===== src/hw/rtl/central_gravity_orbit_step_macros.svh =====
// Assertion macros shared by the orbit step RTL
`ifndef CENTRAL_GRAVITY_ORBIT_STEP_MACROS_SVH
`define CENTRAL_GRAVITY_ORBIT_STEP_MACROS_SVH

// Same-cycle implication, disabled while in reset
`define CGOS_ASSERT_NOW(label, clk, rstn, ante, cons, msg) \
  label: assert property (@(posedge clk) disable iff (!rstn) (ante) |-> (cons)) \
    else $error(msg);

// Next-cycle implication, disabled while in reset
`define CGOS_ASSERT_NEXT(label, clk, rstn, ante, cons, msg) \
  label: assert property (@(posedge clk) disable iff (!rstn) (ante) |=> (cons)) \
    else $error(msg);

`endif


===== src/hw/rtl/cgos_pkg.sv =====
// Types, constants and helpers for the central gravity orbit step block
`timescale 1ns / 1ps
package cgos_pkg;

  localparam int unsigned MAX_PREDICT = 64;
  localparam int unsigned CNT_W       = 7;
  localparam logic [14:0] STEP_FACTOR = 15'd19968;
  localparam logic [63:0] SIGN_BIT    = 64'h8000_0000_0000_0000;
  localparam logic [63:0] POS_MAX     = 64'h7FFF_FFFF_FFFF_FFFF;

  // Command codes
  typedef enum logic [1:0] {
    CMD_LOAD    = 2'd0,
    CMD_STEP    = 2'd1,
    CMD_PREDICT = 2'd2
  } cmd_e;

  // Configuration register indexes
  typedef enum logic [1:0] {
    CFG_WORLD_SCALE = 2'd0,
    CFG_GRAVITY     = 2'd1,
    CFG_MIN_DIST2   = 2'd2
  } cfg_e;

  // Sequencer states
  typedef enum logic [3:0] {
    ST_IDLE,
    ST_DX,
    ST_SQ,
    ST_ROOT,
    ST_INV,
    ST_ACC,
    ST_A1,
    ST_A2,
    ST_A3,
    ST_PV,
    ST_PW,
    ST_OUT
  } state_e;

  typedef struct packed {
    logic start;
    logic is_signed;
  } mul_req_t;

  typedef struct packed {
    logic start;
    logic sqrt_mode;
  } div_req_t;

  typedef struct packed {
    logic done;
    logic sat;
  } unit_stat_t;

  // Two's complement magnitude (most negative maps to itself)
  function automatic logic [63:0] magnitude(input logic [63:0] x);
    return x[63] ? (~x + 64'd1) : x;
  endfunction

endpackage


===== src/hw/rtl/cgos_mul.sv =====
// Shared multiplier: 64x64 product from four 32x32 partial products, with saturation
`timescale 1ns / 1ps
`include "central_gravity_orbit_step_macros.svh"
module cgos_mul (
  input  logic                  clk_i,
  input  logic                  rst_ni,
  input  cgos_pkg::mul_req_t    req_i,
  input  logic [63:0]           a_i,
  input  logic [63:0]           b_i,
  output cgos_pkg::unit_stat_t  stat_o,
  output logic [63:0]           res_o
);
  import cgos_pkg::*;

  logic [63:0]  a_q, b_q;
  logic         neg_q, sgn_q;
  logic [1:0]   cnt_q;
  logic         busy_q, done_q;
  logic [127:0] acc_q;

  logic [31:0]  a_part, b_part;
  logic [63:0]  pp;
  logic [127:0] pp_sh;
  logic         usat, psat;
  logic [63:0]  um;

  // Partial product for this cycle
  always_comb begin
    a_part = cnt_q[1] ? a_q[63:32] : a_q[31:0];
    b_part = cnt_q[0] ? b_q[63:32] : b_q[31:0];
    pp     = 64'(a_part) * 64'(b_part);
    unique case (cnt_q)
      2'd0:    pp_sh = {64'd0, pp};
      2'd3:    pp_sh = {pp, 64'd0};
      default: pp_sh = {32'd0, pp, 32'd0};
    endcase
  end

  // Control
  always_ff @(posedge clk_i or negedge rst_ni) begin
    if (!rst_ni) begin
      busy_q <= 1'b0;
      done_q <= 1'b0;
      cnt_q  <= 2'd0;
    end else begin
      done_q <= 1'b0;
      if (req_i.start) begin
        busy_q <= 1'b1;
        cnt_q  <= 2'd0;
      end else if (busy_q) begin
        cnt_q <= cnt_q + 2'd1;
        if (cnt_q == 2'd3) begin
          busy_q <= 1'b0;
          done_q <= 1'b1;
        end
      end
    end
  end

  // Operands and accumulator
  always_ff @(posedge clk_i) begin
    if (req_i.start) begin
      a_q   <= req_i.is_signed ? magnitude(a_i) : a_i;
      b_q   <= b_i;
      neg_q <= req_i.is_signed & a_i[63];
      sgn_q <= req_i.is_signed;
      acc_q <= '0;
    end else if (busy_q) begin
      acc_q <= acc_q + pp_sh;
    end
  end

  // Q32.32 truncation, unsigned saturation and signed packing
  always_comb begin
    usat = |acc_q[127:96];
    um   = usat ? '1 : acc_q[95:32];
    psat = 1'b0;
    if (!sgn_q) begin
      res_o = um;
    end else if (neg_q) begin
      if (um > SIGN_BIT) begin
        psat  = 1'b1;
        res_o = SIGN_BIT;
      end else begin
        res_o = ~um + 64'd1;
      end
    end else if (um[63]) begin
      psat  = 1'b1;
      res_o = POS_MAX;
    end else begin
      res_o = um;
    end
    stat_o.done = done_q;
    stat_o.sat  = usat | psat;
  end

  `CGOS_ASSERT_NOW(a_mul_no_restart, clk_i, rst_ni, req_i.start, !busy_q, "mul restarted while busy")
  `CGOS_ASSERT_NEXT(a_mul_start_busy, clk_i, rst_ni, req_i.start, busy_q && !done_q, "mul did not start")

endmodule


===== config.mk =====
export PLATFORM = sky130hd
export DESIGN_NAME = cgos_mul
export DESIGN_NICKNAME = d
export VERILOG_FILES = /design/src/hw/rtl/cgos_pkg.sv /design/src/hw/rtl/cgos_mul.sv
export VERILOG_INCLUDE_DIRS = /design/src /design/src/hw/rtl
export SDC_FILE = /design/constraint.sdc
export NUM_CORES = 2
export LEC_CHECK = 0
export BUFFER_PORTS_ARGS = -buffer_cell sky130_fd_sc_hd__buf_4
export CAP_MARGIN = 10
export CORE_MARGIN = 5
export CORE_UTILIZATION = 40
export DETAILED_ROUTE_END_ITERATION = 6
export PLACE_DENSITY = 0.57
export RECOVER_POWER = 100
export SYNTH_ARGS = -nofsm -noshare
export SYNTH_HDL_FRONTEND = slang
export SYNTH_SLANG_ARGS = --single-unit

===== constraint.sdc =====
create_clock -name clk_i -period 12 [get_ports clk_i]
set_input_delay 1.8 -clock clk_i [delete_from_list [all_inputs] [get_ports clk_i]]
set_output_delay 1.8 -clock clk_i [all_outputs]
set_load 0.005 [all_outputs]

==> impl_metrics.csv <==
group,metric,value,unit
status,status,"finished with violations",
status,violations,"DRC, capacitance limit, slew limit",
sta,setup-violations-final,0,
cts,htree_levels,2,
finish,area_growth,15.70,%
detailed_routing,post_drt_wl_per_cell,24.93,µm
sta,rsz0062_at_grt,"true",
worst_setup_path,critical-path-top-delay-family,"adder cells",
logic_synthesis,synth_area_per_cell,8.500,µm²
logic_synthesis,async_reset_ff_share,1.527,%
logic_synthesis,yosys.area.top_type,"fa_1",
cts,ctsHoldBuffers,0,
worst_setup_path,crit_start,"cnt_q[1]",
worst_setup_path,startpoint_type,"flop",
worst_setup_path,r2r_start,"cnt_q[1]",
finish,finalNetCount,8227,
floorplan,die_x,380.1,µm
finish,n_fill_cell,13370,
sta,timing.final.crit_share,97.21,%
sta,relSlewSlack,-179.3,%
worst_setup_path,crit_slowest_cell,"fa_1",
sta,tns,0,ps
logic_synthesis,synth_seq_area_share,11.98,%
worst_setup_path,cp_common_cell,"fa_1",
floorplan,core,0.1358,mm²
grt,grt_pass1_wl,316300,µm
detailed_routing,via_count,49070,
grt,grt-ovfl-total,0,
floorplan,start_util,40.35,%
worst_setup_path,worstPathMaxFanout,12,
logic_synthesis,synth_top_area_share,32.77,%
worst_hold_path,hold_path_class,"reg -> reg",
detailed_routing,drtAntennaViolNets,0,
detailed_routing,first_pass_iters,7,
logic_synthesis,yosys.area_share.simple,17.26,%
floorplan,ios,198,
detailed_routing,drtIter0Drc,4382,
sta,period_needed,11670,ps
cts,clk_path_buf_depth,3,
worst_setup_path,worstSetupEndpointType,"flop",
logic_synthesis,synthAdderAreaFrac,41.93,%
logic_synthesis,syn_inst,6446,
worst_hold_path,min_from,"acc_q[31]",
placed_design,portBuffers,197,
worst_setup_path,slowest_delay,590,ps
logic_synthesis,synth_fp_nets,7876,
grt,grtUsageTotal,28.81,%
logic_synthesis,synthMuxAreaShare,4.206,%
logic_synthesis,synth_top_family_by_area,"adder cells",
cts,cts_sinks,262,
floorplan,dieArea,0.1445,mm²
floorplan,core.rowCount,135,
sta,clock_skew,51.42,ps
detailed_routing,drc,1,
sta,holdWs,480.5,ps
cts,cts_tree,"built",
detailed_routing,totalWireLength,214400,µm
grt,grt_max_degree,80,
worst_setup_path,required,12450,ps
sta,hold_violations,0,
logic_synthesis,synth-main-ff-cell,"edfxtp_1",
sta,fmax,0.08572,GHz
logic_synthesis,synth-seq-cells,262,
worst_setup_path,crit_arrival,12120,ps
sta,slew_violations,193,
sta,tightestPinTransition,4189,ps
cts,cts.clk_slew.worst_paths,60,ps
worst_setup_path,path_class,"reg -> reg",
cts,clk_latency,630,ps
finish,drive_above_1_share,13.81,%
cts,cts_made_buffers,37,
logic_synthesis,yosysMostFrequentCell,"inv_1",
logic_synthesis,syn_area,0.05479,mm²
grt,grt_pass1_vias,48850,
logic_synthesis,ys_types,94,
cts,clock-root-buffer,"clkbuf_16",
logic_synthesis,synth_compound_area_share,12.19,%
logic_synthesis,synth-edff-count,130,
logic_synthesis,synth-xor-area-share,3.660,%
logic_synthesis,ys_warn_count,0,
placed_design,place.gp.congestion,0.9608,
detailed_routing,via_per_inst,5.703,
worst_setup_path,critical_path_buf_inv_count,8,
grt,grt_antenna_before_repair,10,
logic_synthesis,synth_common_cells,"inv_1, fa_1, nor2_1, nand2_1, ha_1",
job,cap_viol_max_count,4,
placed_design,dpl.hpwl,176300,µm
logic_synthesis,synth_area_leaders,"fa_1, ha_1, edfxtp_1",
floorplan,die_h,380.1,µm
## layer usage
layer	vias to the layer above	global-route usage, %	share of wire [%]
li1	21690	-	-
met4	4	11.82	5.1
met5	-	0.5622	0.046
met3	432	5.561	8.6
met1	24810	39.36	42
met2	2138	45.01	45
## worst reg2reg max path: cells and delay by family (launching register included)
family | cells | cell delay, ps
simple gates | 4 | 590
xor+xnor | 2 | 320
mux | 1 | 410
buf+inv | 8 | 1270
flops | 1 | 580
compound gates | 18 | 3640
fa+ha+maj | 10 | 4710
## what timing repair did
item                                    in CTS  in global routing
gates resized for setup                     16                115
pin swaps                                    0                 15
gates cloned                                 0                  6
endpoints found under the setup margin      14                 49
setup buffers                                0                 16
## area by class of cell
cell class	count	area, µm²	share of cell area (%)
sequential	262	6578	10.38
multi-input combinational	4906	44220	69.75
timing repair buffer	666	5678	8.957
clock inverter	17	201.4	0.3178
tap	1781	2228	3.515
antenna	1	2.502	0.003947
inverter	924	3468	5.471
clock buffer	46	1021	1.611
## state kept, by name (all words and copies together) (netlist names)
register  cells
sgn_q         1
neg_q         1
b_q          64
cnt_q         2
a_q          64
done_q        1
busy_q        1
acc_q       128
## through the flow
stage	util, %	setup WS [ps]	cell area [µm²]	cells
finish	46.68	334.6	63390	8603
global placement	45.17	-303.3	61340	8517
CTS	46.12	12.29	62640	8580
floorplan	-	294.6	54790	6446
detailed placement	45.17	-534.4	61340	8517
global route	46.68	-62.37	63390	8603
## cells in the final DEF (no fill, tap or decap), types with 57 or more instances in the layout
| master | n |
|---|---|
| a21o_1 | 122 |
| a21oi_1 | 287 |
| and2_1 | 76 |
| buf_4 | 520 |
| clkbuf_4 | 57 |
| dfxtp_1 | 128 |
| edfxtp_1 | 130 |
| fa_1 | 896 |
| ha_1 | 395 |
| inv_1 | 921 |
| mux2i_1 | 104 |
| nand2_1 | 679 |
| nand3_1 | 57 |
| nand4_1 | 86 |
| nor2_1 | 883 |
| nor3_1 | 80 |
| o21ai_0 | 221 |
| xnor2_1 | 134 |
| xor2_1 | 86 |
## path summary, 6_finish.rpt
path                                   end  slack [ps]  cells past startpoint
worst max-delay path            acc_q[109]         330                     43
worst min-delay path             acc_q[31]         480                      2
worst max register to register  acc_q[109]         330                     43
worst min register to register   acc_q[31]         480                      2
max in group asynchronous         cnt_q[0]       10130                      1
min in group asynchronous           busy_q        1250                      1
## cell families (layout without fill, tap and decap cells)
group / after synthesis / count (layout)
simple gates: 2117 / 2117
fa+ha+maj: 1298 / 1298
buf+inv: 1278 / 1653
compound gates: 1040 / 1040
flops: 262 / 262
xor+xnor: 229 / 229
mux: 222 / 222
other cells: 0 / 1
Power is not shown: default switching activity piles up to over one toggle a cycle in this logic, so the estimate is an artifact.
