File: config.mk
export PLATFORM = sky130hd
export DESIGN_NAME = cgos_divsqrt
export DESIGN_NICKNAME = d
export VERILOG_FILES = /design/src/hw/rtl/cgos_pkg.sv /design/src/hw/rtl/cgos_divsqrt.sv
export VERILOG_INCLUDE_DIRS = /design/src /design/src/hw/rtl
export SDC_FILE = /design/constraint.sdc
export NUM_CORES = 1
export LEC_CHECK = 0
export ABC_CLOCK_PERIOD_IN_PS = 7400
export BUFFER_PORTS_ARGS = -buffer_cell sky130_fd_sc_hd__buf_4
export CORE_MARGIN = 1.5
export CORE_UTILIZATION = 30
export DETAILED_ROUTE_END_ITERATION = 10
export PLACE_DENSITY = 0.46
export SLEW_MARGIN = 20
export SYNTH_ARGS = -nofsm -noshare
export SYNTH_HDL_FRONTEND = slang
export SYNTH_SLANG_ARGS = --single-unit
File: constraint.sdc
create_clock -name clk_i -period 7.4 [get_ports clk_i]
set_input_delay 0.74 -clock clk_i [delete_from_list [all_inputs] [get_ports clk_i]]
set_output_delay 0.74 -clock clk_i [all_outputs]
set_load 0.1 [all_outputs]
File: src/hw/rtl/central_gravity_orbit_step_macros.svh
// Assertion macros shared by the orbit step RTL
`ifndef CENTRAL_GRAVITY_ORBIT_STEP_MACROS_SVH
`define CENTRAL_GRAVITY_ORBIT_STEP_MACROS_SVH

// Same-cycle implication, disabled while in reset
`define CGOS_ASSERT_NOW(label, clk, rstn, ante, cons, msg) \
  label: assert property (@(posedge clk) disable iff (!rstn) (ante) |-> (cons)) \
    else $error(msg);

// Next-cycle implication, disabled while in reset
`define CGOS_ASSERT_NEXT(label, clk, rstn, ante, cons, msg) \
  label: assert property (@(posedge clk) disable iff (!rstn) (ante) |=> (cons)) \
    else $error(msg);

`endif

File: src/hw/rtl/cgos_pkg.sv
// Types, constants and helpers for the central gravity orbit step block
`timescale 1ns / 1ps
package cgos_pkg;

  localparam int unsigned MAX_PREDICT = 64;
  localparam int unsigned CNT_W       = 7;
  localparam logic [14:0] STEP_FACTOR = 15'd19968;
  localparam logic [63:0] SIGN_BIT    = 64'h8000_0000_0000_0000;
  localparam logic [63:0] POS_MAX     = 64'h7FFF_FFFF_FFFF_FFFF;

  // Command codes
  typedef enum logic [1:0] {
    CMD_LOAD    = 2'd0,
    CMD_STEP    = 2'd1,
    CMD_PREDICT = 2'd2
  } cmd_e;

  // Configuration register indexes
  typedef enum logic [1:0] {
    CFG_WORLD_SCALE = 2'd0,
    CFG_GRAVITY     = 2'd1,
    CFG_MIN_DIST2   = 2'd2
  } cfg_e;

  // Sequencer states
  typedef enum logic [3:0] {
    ST_IDLE,
    ST_DX,
    ST_SQ,
    ST_ROOT,
    ST_INV,
    ST_ACC,
    ST_A1,
    ST_A2,
    ST_A3,
    ST_PV,
    ST_PW,
    ST_OUT
  } state_e;

  typedef struct packed {
    logic start;
    logic is_signed;
  } mul_req_t;

  typedef struct packed {
    logic start;
    logic sqrt_mode;
  } div_req_t;

  typedef struct packed {
    logic done;
    logic sat;
  } unit_stat_t;

  // Two's complement magnitude (most negative maps to itself)
  function automatic logic [63:0] magnitude(input logic [63:0] x);
    return x[63] ? (~x + 64'd1) : x;
  endfunction

endpackage

File: src/hw/rtl/cgos_divsqrt.sv
// Shared shift-subtract unit: restoring division (one bit a cycle) and floor square root
`timescale 1ns / 1ps
`include "central_gravity_orbit_step_macros.svh"
module cgos_divsqrt (
  input  logic                  clk_i,
  input  logic                  rst_ni,
  input  cgos_pkg::div_req_t    req_i,
  input  logic [63:0]           hi_i,
  input  logic [63:0]           lo_i,
  input  logic [63:0]           den_i,
  output cgos_pkg::unit_stat_t  stat_o,
  output logic [63:0]           res_o
);
  import cgos_pkg::*;

  logic [63:0] rem_q, q_q, d_q;
  logic [95:0] w_q;
  logic [5:0]  cnt_q;
  logic        sqrt_q, busy_q, done_q, sat_q;

  logic [65:0] sh, op, diff;
  logic        ge, bad_div;

  // One recurrence step, shared by both modes
  always_comb begin
    if (sqrt_q) begin
      sh = {rem_q, w_q[95:94]};
      op = {q_q, 2'b01};
    end else begin
      sh = {1'b0, rem_q, w_q[95]};
      op = {2'b00, d_q};
    end
    diff    = sh - op;
    ge      = !diff[65];
    bad_div = (den_i == 64'd0) || (hi_i >= den_i);
  end

  // Control
  always_ff @(posedge clk_i or negedge rst_ni) begin
    if (!rst_ni) begin
      busy_q <= 1'b0;
      done_q <= 1'b0;
      cnt_q  <= '0;
    end else begin
      done_q <= 1'b0;
      if (req_i.start) begin
        if (!req_i.sqrt_mode && bad_div) begin
          done_q <= 1'b1;
        end else begin
          busy_q <= 1'b1;
          cnt_q  <= req_i.sqrt_mode ? 6'd47 : 6'd63;
        end
      end else if (busy_q) begin
        cnt_q <= cnt_q - 6'd1;
        if (cnt_q == 6'd0) begin
          busy_q <= 1'b0;
          done_q <= 1'b1;
        end
      end
    end
  end

  // Datapath
  always_ff @(posedge clk_i) begin
    if (req_i.start) begin
      sqrt_q <= req_i.sqrt_mode;
      w_q    <= {lo_i, 32'd0};
      d_q    <= den_i;
      rem_q  <= req_i.sqrt_mode ? 64'd0 : hi_i;
      // quotient overflow or zero divisor saturates at once
      q_q    <= (!req_i.sqrt_mode && bad_div) ? '1 : 64'd0;
      sat_q  <= !req_i.sqrt_mode && bad_div;
    end else if (busy_q) begin
      rem_q <= ge ? diff[63:0] : sh[63:0];
      q_q   <= {q_q[62:0], ge};
      w_q   <= sqrt_q ? {w_q[93:0], 2'b00} : {w_q[94:0], 1'b0};
    end
  end

  assign res_o       = q_q;
  assign stat_o.done = done_q;
  assign stat_o.sat  = sat_q;

  `CGOS_ASSERT_NOW(a_div_no_restart, clk_i, rst_ni, req_i.start, !busy_q, "divsqrt restarted while busy")
  `CGOS_ASSERT_NOW(a_div_done_idle, clk_i, rst_ni, done_q, !busy_q, "divsqrt done while busy")

endmodule

==> impl_metrics.tcl <==
set metrics [dict create \
    status "finished, final reports clean" \
    synth-edff-count 258 \
    max_freq_mhz 175 \
    wl_per_cell_um 21.1 \
    stdcell_area_um2 22200 \
    gp_congestion 0.852 \
    setup_viol 0 \
    fin_crit_sh_pct 77.1 \
    clock_skew_ns 0.0255 \
    dp_cells 2794 \
    tightest_slew_ns 1.02 \
    p_leak_uw 0.00973 \
    slowest_stage "nand2_2" \
    die-area_um2 63100 \
    crit_top_cell "buf_4" \
    cp_num_buf_inv 3 \
    num_io_pins 262 \
    cp.arrival_ns 5.95 \
    synth_mux_area_share_pct 12.9 \
    htree_levels 2 \
    drc 0 \
    antenna_found_initial 2 \
    grt_max_degree 151 \
    post-place-ws_ns 1.72 \
    cts_sinks 266 \
    grt_usage_pct 18.7 \
    cp-start-kind "flip-flop" \
    row_count 90 \
    placed_area_um2 21200 \
    clockBufferDepth 3 \
    diodes 0 \
    vias 14963 \
    grt_overflow_total 0 \
    grt_pass1_wl_mm 91.5 \
    whs_ns 0.397 \
    clkTransAtPathRegs_ns 0.06 \
    hpwl_mm 44.9 \
    relSlewSlack_pct 31.5 \
    syn_to_final_growth_pct 20.3 \
    drtIter0Drc 1014 \
    postCtsSetupBuffers 0 \
    synth_xor_xnor_area_share_pct 2.75 \
    fin_cells 2857 \
    syn_nets 2167 \
    avgSynthCellArea_um2 10.0 \
    cts_tree "done" \
    hold_viol_final 0 \
    worstPathRequired_ns 7.65 \
    cp_max_fo 71 \
    die_w_um 251 \
    min-delay-start "den_i[56]" \
    cts_inserted_buffers 35 \
    rr_startpoint "sqrt_q$_DFFE_PP_" \
    crit_family "compound AO/OA/AOI/OAI gates" \
    synth-compound-area-share_pct 17.2 \
    yosysWarnings 0 \
    cts_root_buffer "clkbuf_16" \
    portBuffers 261 \
    synthAdderAreaFrac_pct 8.98 \
    fp.dieH_um 251 \
    synth_cell_types 72 \
    grt_pass1_vias 15112 \
    startpoint "sqrt_q$_DFFE_PP_" \
    p_per_area_nw_per_um2 374 \
    grt_setup_unrepaired "false" \
    max_stage_delay_ns 0.65 \
    start_util_pct 30.5 \
    synthesis.area_um2 18500 \
    core_um2 60600 \
    seq_area_frac_synth_pct 43.0 \
    cts_hold_buf 1 \
    synth-seq-cells 266 \
    synthArstFlopShare_pct 3.01 \
    synth_top_family_by_area "compound AO/OA/AOI/OAI gates" \
    yosys_most_used_dff "edfxtp_1" \
    routed_wl_mm 60.3 \
    hold_path_class "input pin to flip-flop" \
    cap_violations 0 \
    final_max_slew_viol_count 0 \
    firstDrtPassIters 5 \
    post-route-worst-setup-slack_ns 1.69 \
    vias_per_cell 5.24 \
    nets 2378 \
    fin_crit_ns 5.71 \
    crit_chain "buf_12 > buf_4 > mux2_2 > ha_1 > nand2_1 > o21a_1 > o211a_1 > a221oi_1 > o31a_1 > nor3_2 > o41ai_4 > nand2_2 > buf_4 > mux2i_1 > o21ai_0" \
    cts_resized 0 \
    critPathCaptureType "flip-flop" \
    synthCells 1839 \
    synthSimpleGateAreaFrac_pct 9.65 \
    clk_latency_ns 0.55 \
    final_antenna_net_count 0 \
    setup_tns_ns 0 \
    max-vdd-ir-drop_uv 255 \
    drive_gt1_share_pct 19.6 \
    criticalPathCategory "flip-flop to flip-flop" \
]
## logic make-up after synthesis
group	count (synthesis)
compound gates	524
simple gates	374
flops	266
buf+inv	254
mux	231
fa+ha+maj	132
xor+xnor	58
## sequential cells by signal, indices dropped and copies added (netlist names)
name	cells
d_q	64
busy_q	1
res_o	64
cnt_q	6
sqrt_q	1
w_q	64
done_q	1
sat_q	1
rem_q	64
## worst reg2reg max path, delay by kind of cell, from the launching register on
family                   cells  cell delay, ns
AO/OA/AOI/OAI                6            1.61
buffers and inverters        3            1.41
AND/OR/NAND/NOR              3            0.92
multiplexers                 2            0.63
flip-flops                   1            0.44
adder cells (fa/ha/maj)      1            0.40
## synth_stat cells (4+ instances only)
cell       count  area (µm²)
and3_1         5        31.3
a2111oi_0      4        35.0
ha_1         131        1640
a21o_1        61         458
o311a_1        4        40.0
o21a_1        13        97.6
nand2b_1       4        25.0
clkbuf_1      66         248
o21ai_1       15        75.1
o2111ai_1      5        43.8
nor3_1        15        75.1
or2_2          5        31.3
buf_4          4        30.0
o21ai_0      204        1020
a32o_1         6        60.1
edfxtp_1     258        7750
nor2_1        44         165
dfrtp_1        8         200
or3_1         11        68.8
nand2_1      176         661
mux2i_1      168        1680
o211a_1        4        40.0
inv_1        150         563
o21bai_1      11        82.6
a31oi_1       11        68.8
buf_1         12        45.0
buf_2         18        90.1
nand3_1       22         110
nor4_1        22         138
a2bb2oi_1      4        35.0
and4_1         5        43.8
nand4_1       38         238
a21oi_1      127         636
nor2b_1       14        87.6
a211oi_1       7        52.6
xnor2_1       29         254
o31ai_1       11        82.6
mux2_2        63         709
xor2_1        29         254
and2_1         4        25.0
o211ai_1       6        45.0
## area by class of cell
| cell class | instances | area [µm²] |
|---|---|---|
| inverters | 151 | 567 |
| flip-flops and latches | 266 | 7950 |
| multi-input cells | 1319 | 9550 |
| fillers | 6155 | 38400 |
| clock buffers | 47 | 952 |
| well taps | 782 | 978 |
| clock inverters | 15 | 114 |
| repair buffers | 277 | 2130 |
## metrics by stage
step / utilization, % / total power (µW)
after floorplan: - / 5540
after global placement: 34.9 / 6720
after detailed placement: 34.9 / 6700
after CTS: 36.7 / 8390
after global routing: 36.7 / 8880
final: 36.7 / 8310
## power breakdown
group / switching, µW / total, µW / internal (µW)
clock: 685 / 1630 / 941
combinational: 2750 / 4470 / 1730
sequential: 172 / 2210 / 2040
total: 3610 / 8310 / 4700
## placed cells by master (no fill, tap or decap), types with 29 or more instances in the layout
master / netlist / layout
a21o_1: 61 / 61
xnor2_1: 29 / 29
buf_4: 4 / 272
nor2_1: 44 / 43
edfxtp_1: 258 / 258
clkbuf_16: 0 / 36
ha_1: 131 / 131
a21oi_1: 127 / 127
xor2_1: 29 / 29
mux2_2: 63 / 63
mux2i_1: 168 / 168
inv_1: 150 / 150
nand2_1: 176 / 175
nand4_1: 38 / 38
o21ai_0: 204 / 204
## final timing paths
check,slack [ns],depth (start not counted),end
max in group asynchronous,6.66,2,cnt_q[1]$_DFFE_PN0P_
max reg2reg,1.69,15,rem_q[43]$_DFFE_PP_
min,0.40,1,d_q[56]$_DFFE_PP_
min reg2reg,0.55,1,cnt_q[1]$_DFFE_PN0P_
max,1.69,15,rem_q[43]$_DFFE_PP_
min in group asynchronous,0.61,2,cnt_q[3]$_DFFE_PN0P_
## layer usage
metal | GRT usage (%) | share of wire (%) | routed length [µm] | vias to the layer above
li1 | - | - | - | 7246
met1 | 27.2 | 49 | 29700 | 7290
met2 | 28.5 | 44 | 26200 | 345
met3 | 2.57 | 4.3 | 2590 | 80
met4 | 6.09 | 2.9 | 1760 | 2
met5 | 0 | 0.018 | 11 | -
(Power assumes the default switching activity.)
